File: config.mk
export PLATFORM = sky130hd
export DESIGN_NAME = hsl_color_wheel_unit
export DESIGN_NICKNAME = d
export VERILOG_FILES = /design/src/hcw_pkg.sv /design/src/hcw_fifo.sv /design/src/hcw_front.sv /design/src/hcw_back.sv /design/src/hsl_color_wheel_unit.sv
export SDC_FILE = /design/constraint.sdc
export NUM_CORES = 2
export LEC_CHECK = 0
export BUFFER_PORTS_ARGS = -buffer_cell sky130_fd_sc_hd__buf_4
export CAP_MARGIN = 20
export CORE_MARGIN = 2
export CORE_UTILIZATION = 47
export CTS_CLUSTER_DIAMETER = 100
export DETAILED_ROUTE_END_ITERATION = 8
export PLACE_DENSITY = 0.6
export SYNTH_ARGS = -nofsm -noshare
export SYNTH_HDL_FRONTEND = slang
export SYNTH_SLANG_ARGS = --single-unit
File: constraint.sdc
create_clock -name clk_i -period 10.85 [get_ports clk_i]
set_clock_uncertainty 0.15 [all_clocks]
set_input_delay 1.6275 -clock clk_i [delete_from_list [all_inputs] [get_ports clk_i]]
set_output_delay 1.6275 -clock clk_i [all_outputs]
set_load 0.02 [all_outputs]
File: src/hcw_pkg.sv
`timescale 1ns / 1ps
`default_nettype none
package hcw_pkg;

  localparam int unsigned FRAC_BITS = 16;
  localparam logic [16:0] ONE_FX    = 17'h10000;

  // divider: numerator padded to a multiple of the bits retired per stage
  localparam int unsigned NUM_W      = 36;
  localparam int unsigned DIV_BPS    = 4;
  localparam int unsigned DIV_STAGES = NUM_W / DIV_BPS;
  localparam logic [24:0] DEG360_FX  = 25'(360 << FRAC_BITS);
  localparam logic [21:0] DEG60_FX   = 22'(60 << FRAC_BITS);

  // reciprocals for constant division
  localparam logic [15:0] RECIP_360 = 16'd46603;    // floor(2^24 / 360)
  localparam logic [22:0] RECIP_60  = 23'd4473924;  // floor(2^28 / 60)

  typedef enum logic [1:0] {
    CFG_COUNT = 2'd0,
    CFG_SAT   = 2'd1,
    CFG_LIGHT = 2'd2,
    CFG_HUE   = 2'd3
  } hcw_cfg_e;

  typedef struct packed {
    logic [8:0]  deg;
    logic [15:0] frac;
  } hcw_hue_t;

  typedef struct packed {
    logic [16:0] chroma;
    logic [16:0] offset;
  } hcw_color_cfg_t;

  typedef struct packed {
    logic [16:0] red;
    logic [16:0] green;
    logic [16:0] blue;
  } hcw_rgb_t;

endpackage
`default_nettype wire

File: src/hcw_fifo.sv
`timescale 1ns / 1ps
`default_nettype none
module hcw_fifo #(
  parameter int unsigned DEPTH = 16,
  parameter int unsigned WIDTH = 8
) (
  input  wire logic             clk_i,
  input  wire logic             rst_ni,
  input  wire logic             push_i,
  input  wire logic [WIDTH-1:0] wdata_i,
  input  wire logic             pop_i,
  output logic      [WIDTH-1:0] rdata_o,
  output logic                  empty_o
);

  localparam int unsigned PW = (DEPTH > 1) ? $clog2(DEPTH) : 1;
  localparam int unsigned CW = $clog2(DEPTH + 1);

  logic [WIDTH-1:0] mem_q [DEPTH];
  logic [PW-1:0]    wptr_q, rptr_q;
  logic [CW-1:0]    count_q;

  function automatic logic [PW-1:0] ptr_inc(input logic [PW-1:0] p);
    return (p == PW'(DEPTH - 1)) ? '0 : p + PW'(1);
  endfunction

  always_ff @(posedge clk_i) begin
    if (push_i) mem_q[wptr_q] <= wdata_i;
  end

  always_ff @(posedge clk_i or negedge rst_ni) begin
    if (!rst_ni) begin
      wptr_q  <= '0;
      rptr_q  <= '0;
      count_q <= '0;
    end else begin
      if (push_i) wptr_q <= ptr_inc(wptr_q);
      if (pop_i)  rptr_q <= ptr_inc(rptr_q);
      if (push_i && !pop_i)      count_q <= count_q + CW'(1);
      else if (!push_i && pop_i) count_q <= count_q - CW'(1);
    end
  end

  assign rdata_o = mem_q[rptr_q];
  assign empty_o = (count_q == '0);

endmodule
`default_nettype wire

File: src/hcw_front.sv
`timescale 1ns / 1ps
`default_nettype none
module hcw_front
  import hcw_pkg::*;
(
  input  wire logic       clk_i,
  input  wire logic       rst_ni,
  input  wire logic       valid_i,
  input  wire logic [7:0] index_i,
  input  wire logic [8:0] divisor_i,
  input  wire logic [8:0] start_i,
  output logic            valid_o,
  output hcw_hue_t        hue_o
);

  logic [NUM_W-1:0] num_q [DIV_STAGES+1];
  logic [8:0]       rem_q [DIV_STAGES+1];
  logic             vld_q [DIV_STAGES+1];

  always_ff @(posedge clk_i) begin
    num_q[0] <= NUM_W'(index_i) * NUM_W'(DEG360_FX);
    rem_q[0] <= '0;
  end

  always_ff @(posedge clk_i or negedge rst_ni) begin
    if (!rst_ni) vld_q[0] <= 1'b0;
    else         vld_q[0] <= valid_i;
  end

  // restoring division, DIV_BPS quotient bits per stage; num shifts into quotient
  for (genvar k = 0; k < DIV_STAGES; k++) begin : g_div
    logic [NUM_W-1:0] num_d;
    logic [8:0]       rem_d;

    always_comb begin
      logic [9:0] trial;
      num_d = num_q[k];
      rem_d = rem_q[k];
      for (int j = 0; j < DIV_BPS; j++) begin
        trial = {rem_d, num_d[NUM_W-1]};
        num_d = {num_d[NUM_W-2:0], 1'b0};
        if (trial >= {1'b0, divisor_i}) begin
          trial    = trial - {1'b0, divisor_i};
          num_d[0] = 1'b1;
        end
        rem_d = trial[8:0];
      end
    end

    always_ff @(posedge clk_i) begin
      num_q[k+1] <= num_d;
      rem_q[k+1] <= rem_d;
    end

    always_ff @(posedge clk_i or negedge rst_ni) begin
      if (!rst_ni) vld_q[k+1] <= 1'b0;
      else         vld_q[k+1] <= vld_q[k];
    end
  end

  // whole degrees mod 360 by reciprocal, one correction
  logic [17:0] deg_sum;
  logic [17:0] deg_sum_q;
  logic [33:0] mprod_q;
  logic [15:0] frac_q;
  logic        mvld_q;

  assign deg_sum = 18'(start_i) + 18'(num_q[DIV_STAGES][32:16]);

  always_ff @(posedge clk_i) begin
    deg_sum_q <= deg_sum;
    mprod_q   <= 34'(deg_sum) * 34'(RECIP_360);
    frac_q    <= num_q[DIV_STAGES][15:0];
  end

  logic [9:0]  quot;
  logic [17:0] rem_deg;
  logic [17:0] rem_fix;

  assign quot    = mprod_q[33:24];
  assign rem_deg = deg_sum_q - 18'(quot) * 18'd360;
  assign rem_fix = (rem_deg >= 18'd360) ? rem_deg - 18'd360 : rem_deg;

  always_ff @(posedge clk_i) begin
    hue_o.deg  <= rem_fix[8:0];
    hue_o.frac <= frac_q;
  end

  always_ff @(posedge clk_i or negedge rst_ni) begin
    if (!rst_ni) begin
      mvld_q  <= 1'b0;
      valid_o <= 1'b0;
    end else begin
      mvld_q  <= vld_q[DIV_STAGES];
      valid_o <= mvld_q;
    end
  end

endmodule
`default_nettype wire

File: src/hcw_back.sv
`timescale 1ns / 1ps
`default_nettype none
module hcw_back
  import hcw_pkg::*;
(
  input  wire logic           clk_i,
  input  wire logic           rst_ni,
  input  wire logic           valid_i,
  input  hcw_hue_t            hue_i,
  input  hcw_color_cfg_t      cfg_i,
  output logic                valid_o,
  output hcw_rgb_t            rgb_o
);

  typedef enum logic [2:0] {
    SEC_RY = 3'd0,
    SEC_YG = 3'd1,
    SEC_GC = 3'd2,
    SEC_CB = 3'd3,
    SEC_BM = 3'd4,
    SEC_MR = 3'd5
  } sector_e;

  // stage 1: sector and triangle weight
  sector_e     sec_d;
  logic [8:0]  deg120;
  logic [22:0] rem120;
  logic [21:0] hue_dev, wgt_d;

  always_comb begin
    if      (hue_i.deg < 9'd60)  sec_d = SEC_RY;
    else if (hue_i.deg < 9'd120) sec_d = SEC_YG;
    else if (hue_i.deg < 9'd180) sec_d = SEC_GC;
    else if (hue_i.deg < 9'd240) sec_d = SEC_CB;
    else if (hue_i.deg < 9'd300) sec_d = SEC_BM;
    else                         sec_d = SEC_MR;
    if (hue_i.deg >= 9'd240)      deg120 = hue_i.deg - 9'd240;
    else if (hue_i.deg >= 9'd120) deg120 = hue_i.deg - 9'd120;
    else                          deg120 = hue_i.deg;
    rem120 = {deg120[6:0], hue_i.frac};
    if (rem120 >= 23'(DEG60_FX)) hue_dev = 22'(rem120 - 23'(DEG60_FX));
    else                         hue_dev = 22'(23'(DEG60_FX) - rem120);
    wgt_d = DEG60_FX - hue_dev;
  end

  sector_e     sec1_q, sec2_q, sec3_q, sec4_q;
  logic [21:0] wgt_q;
  logic [22:0] p_q, p3_q;
  logic [45:0] q2_q;
  logic [16:0] x_q;
  logic [3:0]  vld_q;

  logic [38:0] cw_prod;
  logic [16:0] xt;
  logic [22:0] xrem;
  logic [16:0] x_d;

  assign cw_prod = 39'(cfg_i.chroma) * 39'(wgt_q);
  assign xt      = q2_q[44:28];
  assign xrem    = p3_q - 23'(xt) * 23'd60;
  assign x_d     = (xrem >= 23'd60) ? xt + 17'd1 : xt;

  always_ff @(posedge clk_i) begin
    sec1_q <= sec_d;
    wgt_q  <= wgt_d;
    sec2_q <= sec1_q;
    p_q    <= cw_prod[38:16];
    sec3_q <= sec2_q;
    q2_q   <= 46'(p_q) * 46'(RECIP_60);
    p3_q   <= p_q;
    sec4_q <= sec3_q;
    x_q    <= x_d;
  end

  logic [16:0] r_raw, g_raw, b_raw;

  always_comb begin
    case (sec4_q)
      SEC_RY: begin r_raw = cfg_i.chroma; g_raw = x_q;          b_raw = '0; end
      SEC_YG: begin r_raw = x_q;          g_raw = cfg_i.chroma; b_raw = '0; end
      SEC_GC: begin r_raw = '0;           g_raw = cfg_i.chroma; b_raw = x_q; end
      SEC_CB: begin r_raw = '0;           g_raw = x_q;          b_raw = cfg_i.chroma; end
      SEC_BM: begin r_raw = x_q;          g_raw = '0;           b_raw = cfg_i.chroma; end
      default: begin r_raw = cfg_i.chroma; g_raw = '0;          b_raw = x_q; end
    endcase
  end

  function automatic logic [16:0] add_clamp(input logic [16:0] a, input logic [16:0] b);
    logic [17:0] s;
    s = 18'(a) + 18'(b);
    return (s > 18'(ONE_FX)) ? ONE_FX : s[16:0];
  endfunction

  always_ff @(posedge clk_i) begin
    rgb_o.red   <= add_clamp(r_raw, cfg_i.offset);
    rgb_o.green <= add_clamp(g_raw, cfg_i.offset);
    rgb_o.blue  <= add_clamp(b_raw, cfg_i.offset);
  end

  always_ff @(posedge clk_i or negedge rst_ni) begin
    if (!rst_ni) begin
      vld_q   <= '0;
      valid_o <= 1'b0;
    end else begin
      vld_q   <= {vld_q[2:0], valid_i};
      valid_o <= vld_q[3];
    end
  end

endmodule
`default_nettype wire

File: src/hsl_color_wheel_unit.sv
`timescale 1ns / 1ps
`default_nettype none
// channel   dir  handshake         payload
// input     in   push / full       color_index_i
// result    out  pop / empty       red_level_o, green_level_o, blue_level_o
// config    in   cfg_we_i          cfg_idx_i, cfg_data_i
//
// One item per cycle sustained while full stays low and the result queue is
// popped. From the accepting edge, an item passes the input register, 9
// divider stages of 4 quotient bits each, the mod 360 registers, the hue
// queue, the color back end registers and the result queue before empty falls.
// full rises when the hue queue has no credit left; the back end stops
// issuing when the result queue has no credit left. Reset empties everything.
module hsl_color_wheel_unit
  import hcw_pkg::*;
#(
  parameter int unsigned MID_DEPTH = 16,
  parameter int unsigned OUT_DEPTH = 8
) (
  input  wire logic        clk_i,
  input  wire logic        rst_ni,
  input  wire logic        push,
  output logic             full,
  input  wire logic [7:0]  color_index_i,
  output logic             empty,
  input  wire logic        pop,
  output logic [16:0]      red_level_o,
  output logic [16:0]      green_level_o,
  output logic [16:0]      blue_level_o,
  input  wire logic        cfg_we_i,
  input  wire logic [1:0]  cfg_idx_i,
  input  wire logic [16:0] cfg_data_i
);

  localparam int unsigned MCW = $clog2(MID_DEPTH + 1);
  localparam int unsigned OCW = $clog2(OUT_DEPTH + 1);

  logic [8:0]  count_q, start_q;
  logic [16:0] sat_q, light_q;

  always_ff @(posedge clk_i or negedge rst_ni) begin
    if (!rst_ni) begin
      count_q <= 9'd1;
      sat_q   <= ONE_FX;
      light_q <= 17'h08000;
      start_q <= '0;
    end else if (cfg_we_i) begin
      case (hcw_cfg_e'(cfg_idx_i))
        CFG_COUNT: count_q <= cfg_data_i[8:0];
        CFG_SAT:   sat_q   <= cfg_data_i;
        CFG_LIGHT: light_q <= cfg_data_i;
        CFG_HUE:   start_q <= cfg_data_i[8:0];
        default: ;
      endcase
    end
  end

  // chroma and offset depend on config only
  logic [16:0]    sat_c, light_c, tw, chroma_d;
  logic [17:0]    l2, l_dev;
  logic [33:0]    cs_prod;
  hcw_color_cfg_t ccfg_q;

  always_comb begin
    sat_c    = (sat_q > ONE_FX) ? ONE_FX : sat_q;
    light_c  = (light_q > ONE_FX) ? ONE_FX : light_q;
    l2       = {light_c, 1'b0};
    l_dev    = (l2 >= 18'(ONE_FX)) ? l2 - 18'(ONE_FX) : 18'(ONE_FX) - l2;
    tw       = (l_dev >= 18'(ONE_FX)) ? '0 : ONE_FX - l_dev[16:0];
    cs_prod  = 34'(tw) * 34'(sat_c);
    chroma_d = cs_prod[32:16];
  end

  always_ff @(posedge clk_i or negedge rst_ni) begin
    if (!rst_ni) begin
      ccfg_q.chroma <= ONE_FX;
      ccfg_q.offset <= '0;
    end else begin
      ccfg_q.chroma <= chroma_d;
      ccfg_q.offset <= light_c - {1'b0, chroma_d[16:1]};
    end
  end

  logic [8:0] divisor;
  assign divisor = (count_q == '0) ? 9'd1 : count_q;

  // front
  logic     in_acc, front_vld;
  hcw_hue_t front_hue;
  logic [MCW-1:0] mid_used_q;

  assign full   = (mid_used_q == MCW'(MID_DEPTH));
  assign in_acc = push && !full;

  hcw_front u_front (
    .clk_i     (clk_i),
    .rst_ni    (rst_ni),
    .valid_i   (in_acc),
    .index_i   (color_index_i),
    .divisor_i (divisor),
    .start_i   (start_q),
    .valid_o   (front_vld),
    .hue_o     (front_hue)
  );

  logic     mid_empty, issue;
  hcw_hue_t mid_hue;
  logic [OCW-1:0] out_used_q;

  assign issue = !mid_empty && (out_used_q != OCW'(OUT_DEPTH));

  hcw_fifo #(.DEPTH(MID_DEPTH), .WIDTH($bits(hcw_hue_t))) u_mid_fifo (
    .clk_i   (clk_i),
    .rst_ni  (rst_ni),
    .push_i  (front_vld),
    .wdata_i (front_hue),
    .pop_i   (issue),
    .rdata_o (mid_hue),
    .empty_o (mid_empty)
  );

  // back
  logic     back_vld, out_acc;
  hcw_rgb_t back_rgb, out_rgb;

  hcw_back u_back (
    .clk_i   (clk_i),
    .rst_ni  (rst_ni),
    .valid_i (issue),
    .hue_i   (mid_hue),
    .cfg_i   (ccfg_q),
    .valid_o (back_vld),
    .rgb_o   (back_rgb)
  );

  assign out_acc = pop && !empty;

  hcw_fifo #(.DEPTH(OUT_DEPTH), .WIDTH($bits(hcw_rgb_t))) u_out_fifo (
    .clk_i   (clk_i),
    .rst_ni  (rst_ni),
    .push_i  (back_vld),
    .wdata_i (back_rgb),
    .pop_i   (out_acc),
    .rdata_o (out_rgb),
    .empty_o (empty)
  );

  assign red_level_o   = out_rgb.red;
  assign green_level_o = out_rgb.green;
  assign blue_level_o  = out_rgb.blue;

  // credits cover items in flight plus queued items
  always_ff @(posedge clk_i or negedge rst_ni) begin
    if (!rst_ni) begin
      mid_used_q <= '0;
      out_used_q <= '0;
    end else begin
      if (in_acc && !issue)      mid_used_q <= mid_used_q + MCW'(1);
      else if (!in_acc && issue) mid_used_q <= mid_used_q - MCW'(1);
      if (issue && !out_acc)      out_used_q <= out_used_q + OCW'(1);
      else if (!issue && out_acc) out_used_q <= out_used_q - OCW'(1);
    end
  end

`ifndef SYNTHESIS
  a_mid_credit: assert property (@(posedge clk_i) disable iff (!rst_ni)
    mid_used_q <= MCW'(MID_DEPTH))
    else $error("hue queue credit overrun");

  a_out_credit: assert property (@(posedge clk_i) disable iff (!rst_ni)
    out_used_q <= OCW'(OUT_DEPTH))
    else $error("result queue credit overrun");

  a_no_issue_empty: assert property (@(posedge clk_i) disable iff (!rst_ni)
    mid_empty |-> !issue)
    else $error("back end issued from empty hue queue");

  a_level_range: assert property (@(posedge clk_i) disable iff (!rst_ni)
    !empty |-> (red_level_o <= ONE_FX && green_level_o <= ONE_FX
                && blue_level_o <= ONE_FX))
    else $error("channel level above one");
`endif

endmodule
`default_nettype wire
==> summary.txt <==
Clocking
  • H-tree Lvls: 4
  • Clk sinks: about 1.4k
  • Clock buffer depth: 3
  • Num CTS Buffers: approximately 160
  • CTS tree: yes
  • Clock Latency Late Sink: 0.83 ns
  • Clk pin slew, worst setup/hold paths: 0.06 ns
  • Root buffer cell: clkbuf_16

Global route
  • First-pass GRT wire length: about 380000 um
  • Number of global-route vias before repair: between 60k and 70k
  • Initial antenna violation count: 6
  • Met2 Resource Use GR: ~38%
  • Global route overflow: 0
  • Largest net degree at the start of global routing: 77
  • GR Util All Layers: between 20 and 25%
  • Met1 Use GR: a little under a third
  • GR peak layer: met2
  • Met3 track demand over resource: 2.92%

Placement
  • Final HPWL DP: about 180000 um
  • I/O Buffers: 84
  • DP Area: roughly 0.11 sq mm
  • Place WS: -0.409 ns
  • RD Place Congestion: 0.921

Floorplanning
  • I/O pins: 85
  • Initial Utilization: 47.2%
  • Die Area: around 0.22 sq mm
  • DIE WIDTH: approximately 460 um
  • Die height: about 460 um
  • Num rows: 169
  • Core area: about 0.21 sq mm

Yosys
  • Top-count cell post-synth: inv_1
  • Mapped Area: 0.0997 sq mm
  • Synthesized net count: roughly 11k
  • Syn_area_per_cell: 11.3 sq um
  • Top post-synthesis cells by area: edfxtp_1 (24%), fa_1 (15%), ha_1 (13%), dfxtp_1 (10%), inv_1 (4.3%)
  • EDFF count, synth: about 810
  • Post-Synthesis Cells: just under 9k
  • Sequential share of the synthesized area: between 30% and 40%
  • Yosys warnings: 0
  • Synth top cells by count: inv_1 (1131), ha_1 (1011), edfxtp_1 (808)
  • Post-synth top area share: about 24%
  • FF+latch count, synth: around 1.4k
  • Cell taking the most area after synthesis: edfxtp_1
  • Ys async rst share: a little under a tenth
  • Synth Flop Type: edfxtp_1
  • Distinct cells, synth: around 100

Timing
  • Tcrit/Tclk final: between 90% and 100%
  • FMAX: roughly 0.094 GHz
  • Fin crit period: 10.66 ns
  • Unrepaired setup endpoints after global routing: true
  • Fin. max-slew vios: 0
  • Fin. Hold Viols: 0
  • Setup WS post-layout: 0.188 ns
  • Slew at the pin with the worst max-slew slack: 1.17 ns
  • Setup violators final: 0
  • Max_slew headroom: between 10% and 20%

Detailed routing
  • Via density per instance: 5.43
  • Router iterations before antenna repair: 6
  • # DRC: 0
  • Routed len/inst: approximately 20 um
  • DR vias: 65.7k
  • Post-Route WL: ~240000 um
  • Antenna viol nets, final: 0
  • Initial DRC Count: 4301

Setup path
  • Crit-path slowest cell: fa_1
  • Crit path DAT: 11.23 ns
  • CP Launch Point: light_q[7]
  • Worst Path Class, Setup: reg -> reg
  • Worst Path Max Fanout: 6
  • Critical path's top delay family: adder cells
  • Worst endpoint required time: around 11 ns
  • Crit end category: flip-flop
  • End point of the critical path: ccfg_q[15]
  • Worst setup SP type: flip-flop
  • Most used cell, CP: buf_4
  • CP Depth: between 40 and 50
  • Reg2reg start: light_q[7]
  • Setup slack, reg-to-reg: 0.19 ns
  • R2r worst-path depth: 45
  • Buf+Inv Stages, Crit Path: 11
  • R2r endpoint: ccfg_q[15]
  • Peak per-stage delay on the critical path: ~0.57 ns

Flow run
  • Max-Cap Viols: 0

Final layout
  • Fillers: 18.2k
  • Nets: about 11k
  • Fin util: between 50 and 60%
  • Final instance area: between 0.1 and 0.15 sq mm
  • Share of cells above drive strength 1: a little over an eighth
  • Area growth syn-to-layout: 11.9%

Worst hold path
  • Hold crit path type: reg -> reg

Status
  • Status: complete, no violations
-- stage by stage --
stage	TNS, ns	std cells	hold WS [ns]
finish	0	12100	0.138
detailed placement	-1.27	11800	0.162
global route	-0.824	12100	0.125
floorplan	0	8828	0.160
CTS	0	12100	0.127
global placement	-0.798	11800	0.160
-- cells in the final DEF (no fill, tap or decap), drive strengths merged, types with 131 or more instances in the layout --
| cell type | instances |
|---|---|
| ha | 1011 |
| xnor2 | 336 |
| inv | 1140 |
| and2 | 187 |
| buf | 414 |
| mux4 | 202 |
| dfxtp | 499 |
| mux2 | 236 |
| clkbuf | 207 |
| nand2 | 719 |
| edfxtp | 808 |
| xor2 | 133 |
| fa | 726 |
| a21oi | 365 |
| nor2 | 529 |
| dfrtp | 131 |
| o21ai | 296 |
| a21o | 170 |
-- flip-flops by register name, summed over array words and instances, names as in the netlist, 10 cells and up --
register           cells
u_front.frac_q        16
u_back.x_q            17
ccfg_q                34
u_front.deg_sum_q     18
u_front.rem_q         72
u_back.q2_q           17
light_q               17
u_mid_fifo.mem_q     400
u_front.vld_q         10
u_front.hue_o         25
u_front.mprod_q       10
sat_q                 17
u_back.wgt_q          22
u_out_fifo.mem_q     408
u_back.p_q            23
u_front.num_q        195
u_back.p3_q           21
u_back.rgb_o          51
-- metal layers --
layer  part of all wire [%]  routed length, um  up-vias
li1                       -                  -    31000
met1                     44             107000    32700
met2                     48             117000     1630
met3                    5.0              12200      427
met4                    2.7               6520        0
met5                      0                  0        -
-- logic make-up (layout without fill, tap and decap cells) --
group                    count (synthesis)  count (layout)  share of synthesized area (%)
flip-flops                            1442            1442                           37.7
AO/OA/AOI/OAI                         1258            1259                           8.05
adder cells (fa/ha/maj)               1737            1737                           27.3
multiplexers                           497             497                           7.89
other                                    0               1                              0
buffers and inverters                 1393            1841                           5.43
AND/OR/NAND/NOR                       2031            2031                           9.48
XOR/XNOR                               470             470                           4.14
-- cell type report --
class	count	area (sq um)	area share (%)
Multi-Input combinational cell	5994	57400	51.5
Sequential cell	1442	37700	33.8
Clock buffer	207	4300	3.85
Inverter	1137	4280	3.84
Tap cell	2821	3530	3.16
Timing Repair Buffer	414	3200	2.87
Clock inverter	83	1140	1.02
Antenna cell	1	2.50	0.00224
-- how the worst min path moves through the flow --
stage	start	endpoint	slack, ns	cells past startpoint
6_report	u_front.num_q[3][1]	u_front.num_q[4][5]	0.14	0
5_1_grt	u_front.num_q[3][1]	u_front.num_q[4][5]	0.13	0
4_1_cts	u_front.num_q[5][7]	u_front.num_q[6][11]	0.13	0
3_5_place_dp	u_front.frac_q[0]	u_front.hue_o[0]	0.16	0
3_3_place_gp	u_front.frac_q[6]	u_front.hue_o[6]	0.16	0
2_1_floorplan	u_back.sec1_q[0]	u_back.sec2_q[0]	0.16	0
-- what timing repair did --
| item | 4_1_cts | 5_1_grt |
|---|---|---|
| endpoints found under the setup margin | 5 | 65 |
| endpoints found under the hold margin | 0 | 0 |
| hold buffers | 0 | 0 |
| gates cloned | 0 | 1 |
| gates resized for setup | 14 | 116 |
| setup buffers | 2 | 27 |
| pin swaps | 6 | 86 |
Power is not shown: default switching activity piles up to over one toggle a cycle in this logic, so the estimate is an artifact.
